File: src/design/stbs_pkg.sv
// ============================================================================
// stbs_pkg
// Shared types and constants for the sorted table binary search block.
// ============================================================================
package stbs_pkg;

    localparam int unsigned DEF_TABLE_DEPTH = 1024;
    localparam int unsigned VAL_W           = 32;
    localparam int unsigned POS_W           = 12;
    localparam int unsigned OPC_W           = 2;
    localparam int unsigned MODE_W          = 2;

    // Command codes
    localparam logic [OPC_W-1:0] OP_CLEAR  = 2'd0;
    localparam logic [OPC_W-1:0] OP_APPEND = 2'd1;
    localparam logic [OPC_W-1:0] OP_SEARCH = 2'd2;

    // Search modes; the unused code behaves as exact match
    localparam logic [MODE_W-1:0] MODE_EXACT = 2'd0;
    localparam logic [MODE_W-1:0] MODE_LOWER = 2'd1;
    localparam logic [MODE_W-1:0] MODE_UPPER = 2'd2;

    localparam logic [POS_W-1:0] POS_MISS = '1;

    typedef struct packed {
        logic [OPC_W-1:0]        opcode;
        logic signed [VAL_W-1:0] value;
    } t_in_item;

    typedef struct packed {
        logic signed [POS_W-1:0] position;
        logic                    overflow;
    } t_out_item;

    typedef enum logic [1:0] {
        ST_IDLE,
        ST_CHECK,
        ST_COMPARE
    } t_state;

    // Controller to datapath
    typedef struct packed {
        logic clear;
        logic append;
        logic load;
        logic probe;
        logic narrow;
        logic found;
        logic finish;
    } t_dp_cmd;

    // Datapath to controller
    typedef struct packed {
        logic range_open;
        logic hit;
    } t_dp_status;

endpackage

File: src/design/stbs_ctrl.sv
// ============================================================================
// stbs_ctrl
// Sequencer for the search: accept a command, then alternate probe and
// compare until the interval closes or an exact hit is seen.
// ============================================================================
module stbs_ctrl (
    input  logic                   i_clk,
    input  logic                   i_rst_n,
    input  logic                   start,
    input  logic [1:0]             i_opcode,
    input  stbs_pkg::t_dp_status   i_status,
    output logic                   busy,
    output stbs_pkg::t_dp_cmd      o_cmd
);
    import stbs_pkg::*;

    t_state r_state;
    t_state n_state;

    always_ff @(posedge i_clk) begin
        if (!i_rst_n) begin
            r_state <= ST_IDLE;
        end else begin
            r_state <= n_state;
        end
    end

    // Next state
    always_comb begin
        n_state = r_state;
        unique case (r_state)
            ST_IDLE: begin
                if (start && (i_opcode == OP_SEARCH)) begin
                    n_state = ST_CHECK;
                end
            end
            ST_CHECK: begin
                if (i_status.range_open) begin
                    n_state = ST_COMPARE;
                end else begin
                    n_state = ST_IDLE;
                end
            end
            ST_COMPARE: begin
                if (i_status.hit) begin
                    n_state = ST_IDLE;
                end else begin
                    n_state = ST_CHECK;
                end
            end
            default: n_state = ST_IDLE;
        endcase
    end

    // Outputs
    always_comb begin
        o_cmd = '0;
        busy  = 1'b1;
        unique case (r_state)
            ST_IDLE: begin
                busy = 1'b0;
                if (start) begin
                    unique case (i_opcode)
                        OP_CLEAR:  o_cmd.clear  = 1'b1;
                        OP_APPEND: o_cmd.append = 1'b1;
                        OP_SEARCH: o_cmd.load   = 1'b1;
                        default:   o_cmd        = '0;
                    endcase
                end
            end
            ST_CHECK: begin
                if (i_status.range_open) begin
                    o_cmd.probe = 1'b1;
                end else begin
                    o_cmd.finish = 1'b1;
                end
            end
            ST_COMPARE: begin
                if (i_status.hit) begin
                    o_cmd.found = 1'b1;
                end else begin
                    o_cmd.narrow = 1'b1;
                end
            end
            default: busy = 1'b1;
        endcase
    end

endmodule

File: config.mk
export PLATFORM = sky130hd
export DESIGN_NAME = stbs_ctrl
export DESIGN_NICKNAME = d
export VERILOG_FILES = /design/src/design/stbs_pkg.sv /design/src/design/stbs_ctrl.sv
export SDC_FILE = /design/constraint.sdc
export NUM_CORES = 1
export LEC_CHECK = 0
export BUFFER_PORTS_ARGS = -buffer_cell sky130_fd_sc_hd__buf_2
export CAP_MARGIN = 20
export CORE_AREA = 8 8 45 47
export CTS_CLUSTER_DIAMETER = 40
export DETAILED_ROUTE_END_ITERATION = 6
export DIE_AREA = 0 0 53 55
export PLACE_DENSITY = 0.33
export SYNTH_ARGS = -nofsm -noshare
export SYNTH_HDL_FRONTEND = slang
export SYNTH_SLANG_ARGS = --single-unit
File: constraint.sdc
create_clock -name i_clk -period 2.3 [get_ports i_clk]
set_clock_uncertainty 0.15 [all_clocks]
set_input_delay 0.69 -clock i_clk [delete_from_list [all_inputs] [get_ports i_clk]]
set_output_delay 0.69 -clock i_clk [all_outputs]
set_load 0.05 [all_outputs]
## Word level (Yosys, flattened, before mapping)

Index checks and enable logic that the tools add are counted.

- Flip-flop bits (word level): 2
- Input port bits: 7
- Output and inout port bits: 8
- Word-level logic and storage cells: 26

- Eq/ne operators: 5
- Mux-type cells: 17
- Reductions and logical operators: 3

Operators by type and width:

| kind | count |
|---|---|
| 2-to-1 mux 1 bit | 9 |
| 2-to-1 mux 7 bit | 1 |
| one-hot mux 2 bit (3 select lines) | 1 |
| equality test 2 x 1 -> 1 bit (second input constant) | 2 |
| equality test 2 bit (second input constant) | 2 |
| logical NOT 2 bit | 2 |
| 2-to-1 mux 2 bit | 2 |
| one-hot mux 1 bit (2 select lines) | 2 |
| one-hot mux 2 bit (2 select lines) | 1 |
| 2-to-1 mux 3 bit | 1 |
| inequality test 2 bit (second input constant) | 1 |
| logical AND 1 bit | 1 |

## Depth between registers and ports, before layout

- Depth in word-level cells: 4
- Depth in mapped cells: 2
- Gate-level depth less buffers: 2

## Least setup slack after synthesis

Ideal clock, no wire load.

- Path type: input -> output
- From: in start
- To: out o_cmd[6] in the netlist's numbering
- Arrival time: 2,138 ps
- Required time: 1,460 ps
- Path slack: -678 ps
- Stages on the path: 2
- Path buffers: 0
- Cell sequence: or3b_4 > nor3_1

RTL lines:

| what | RTL line | source |
|---|---|---|
| from (decl) | stbs_ctrl.sv:9 | `input logic start,` |
| to (decl) | stbs_ctrl.sv:13 | `output stbs_pkg::t_dp_cmd o_cmd` |

==> results_dict.tcl <==
set metrics [dict create \
    clk_latency_ns 0.22 \
    clk_pin_slew_worst_paths_ns 0.03 \
    max_slew.worst_pin.slew_ns 0.2565 \
    dp_hpwl_um 445.9 \
    status "finished, violations left" \
    grt_pass1_wl_um 869 \
    critPathLaunchType "input port" \
    tritoncts "done" \
    leakagePower_nw 0.1516 \
    drtPass1Iterations 1 \
    drc 0 \
    required_ns 1.46 \
    yosysSeqAreaShare_pct 27.59 \
    gp_congestion 0.7084 \
    synth.top_cell.area_share_pct 27.59 \
    antenna_left 0 \
    fillCellCount 153 \
    setup-violations-final 3 \
    grt_pass1_vias 221 \
    rows 14 \
    hold_viol 0 \
    p_sw_w 0.00004268 \
    worstPathMaxFanout 4 \
    seqCellArea_um2 40.04 \
    drive_above_1_share_pct 83.87 \
    synth_largest_area_cell "dfxtp_1" \
    largest_register_ffs 2 \
    grt_usage_pct 4.037 \
    internal-power_w 0.0001100 \
    reg2reg_from "r_state[0]$_SDFFE_PN0P_" \
    num-nets-final 40 \
    avgRoutedWirePerCell_um 11.23 \
    min_delay_path_depth 2 \
    start_util_pct 10.49 \
    holdPathEnd "r_state[0]$_SDFFE_PN0P_" \
    final_core_util_pct 22.42 \
    arrival_ns 1.55 \
    synth.avg_cell_area_um2 10.37 \
    end_kind "output port" \
    cts_root_buf "clkbuf_4" \
    hold-worst-slack_ns 0.4876 \
    r2r_end "r_state[0]$_SDFFE_PN0P_" \
    area_delta_synth_final_pct 113.8 \
    io_buffers 14 \
    pwr-share-seq_pct 24.1 \
    core-area_um2 1384 \
    fin_crit_sh_pct 103.7 \
    syn_inst 14 \
    num_io_pins 15 \
    power_density_nw_per_um2 492.0 \
    hold_path.class "reg2reg" \
    rsz0062_at_grt "yes" \
    p_clk_share_pct 49.1 \
    numCtsBuffers 3 \
    ys_types 10 \
    die_area_um2 2915 \
    reg.largest.list "r_state (2)" \
    yosys_warnings 0 \
    fin_crit_ns 2.385 \
    relSlewSlack_pct 83.02 \
    rrSetupSlack_ns 1.12 \
    htree_num_levels 1 \
    critPathKind "in2out" \
    vias_per_cell 3.681 \
    r2r_cells 2 \
    clock_sinks 2 \
    netlist_area_um2 145.1 \
    overflow 0 \
    mostFrequentLayoutCell "buf_2" \
    antenna_cells 0 \
    multi_input_area_um2 132.6 \
    regMostFlops "r_state" \
    setup_ws_ns -0.08537 \
    clock_path_buffers 2 \
    post_cts_buffers 0 \
    wirelength_um 528 \
    final_cell_mix "buf_2 (10), buf_6 (4), clkbuf_4 (3)" \
    grt_max_degree 7 \
    violations "negative setup slack" \
    cts_hold_buf 0 \
    ys_seq_elements 2 \
    p_sw_share_pct 27.95 \
    antenna_found_initial 0 \
    p_comb_share_pct 26.8 \
    syn_nets 21 \
    drtIter0Drc 0 \
    maxCapViolCount 0 \
    die_x_um 53 \
    final_max_slew_viol_count 0 \
    ir_worst_vdd_v 0.0001095 \
    die_h_um 55 \
    min_from "r_state[0]$_SDFFE_PN0P_" \
    vias 173 \
    synth.area.top_cells "dfxtp_1 (28%), nor3b_2 (17%), and3b_2 (14%)" \
    fmax_ghz 0.4192 \
]
kinds of logic (layout without fill, tap and decap cells):
| kind of cell | after synthesis | after routing | synth area share (%) |
|---|---|---|---|
| AO/OA/AOI/OAI | 1 | 1 | 6.036 |
| buffers and inverters | 0 | 17 | 0 |
| flip-flops | 2 | 2 | 27.59 |
| AND/OR/NAND/NOR | 11 | 11 | 66.38 |
Yosys cell counts:
cell / instances
and2_1: 1
and3b_2: 2
dfxtp_1: 2
nand3b_1: 1
nor3_1: 1
nor3b_1: 2
nor3b_2: 2
o2bb2ai_1: 1
or2_2: 1
or3b_4: 1
how the worst max path moves through the flow:
stage	startpoint	to	slack, ns
finish	start	o_cmd[5]	-0.09
global route	start	o_cmd[5]	-0.12
CTS	start	o_cmd[5]	-0.09
detailed placement	start	o_cmd[5]	-0.18
global placement	start	o_cmd[4]	-0.17
floorplan	start	o_cmd[6]	-0.27
what timing repair did:
action                     in CTS  in global routing
pin swaps                       1                  0
setup endpoints to repair       3                  3
resized for setup               7                  0
power by group through the flow:
| stage | Sequential, W | Clock (W) | Combinational [W] |
|---|---|---|---|
| after floorplan | 0.0000368 | 0 | 0.0000243 |
| after global placement | 0.0000371 | 0 | 0.0000365 |
| after detailed placement | 0.0000372 | 0 | 0.0000372 |
| after CTS | 0.0000367 | 0.0000815 | 0.0000415 |
| after global routing | 0.0000369 | 0.0000825 | 0.0000435 |
| final | 0.0000367 | 0.0000750 | 0.0000409 |
metal layers:
layer  track usage [%]  share of wire (%)  vias up
li1                  -                  -       89
met1             4.690                 45       70
met2             4.883                 34       14
met3             2.406                 22        0
met4             3.879                  0        0
met5                 0                  0        -
through the flow:
stage | TNS [ns] | setup WS [ns] | total power, W | instances | area (um2)
after detailed placement | -0.4540 | -0.1779 | 0.00007436 | 44 | 262.8
after floorplan | -0.5345 | -0.2666 | 0.00006112 | 14 | 172.7
after CTS | -0.2655 | -0.09272 | 0.0001597 | 47 | 310.3
after global routing | -0.3426 | -0.1207 | 0.0001629 | 47 | 310.3
final | -0.2482 | -0.08537 | 0.0001527 | 47 | 310.3
after global placement | -0.4517 | -0.1737 | 0.00007360 | 44 | 262.8
worst max-delay path, stage by stage:
cell	delay (ns)
buf_6	0.06
or3b_4	0.41
nor3b_4	0.19
buf_6	0.18
final cells by class:
type                    count  area share, %
clock buffers               3          7.258
multi-input cells          12          42.74
flip-flops and latches      2          12.90
well taps                  16          6.452
repair buffers             14          30.65
Note: power is estimated with default switching activity, not from simulation.
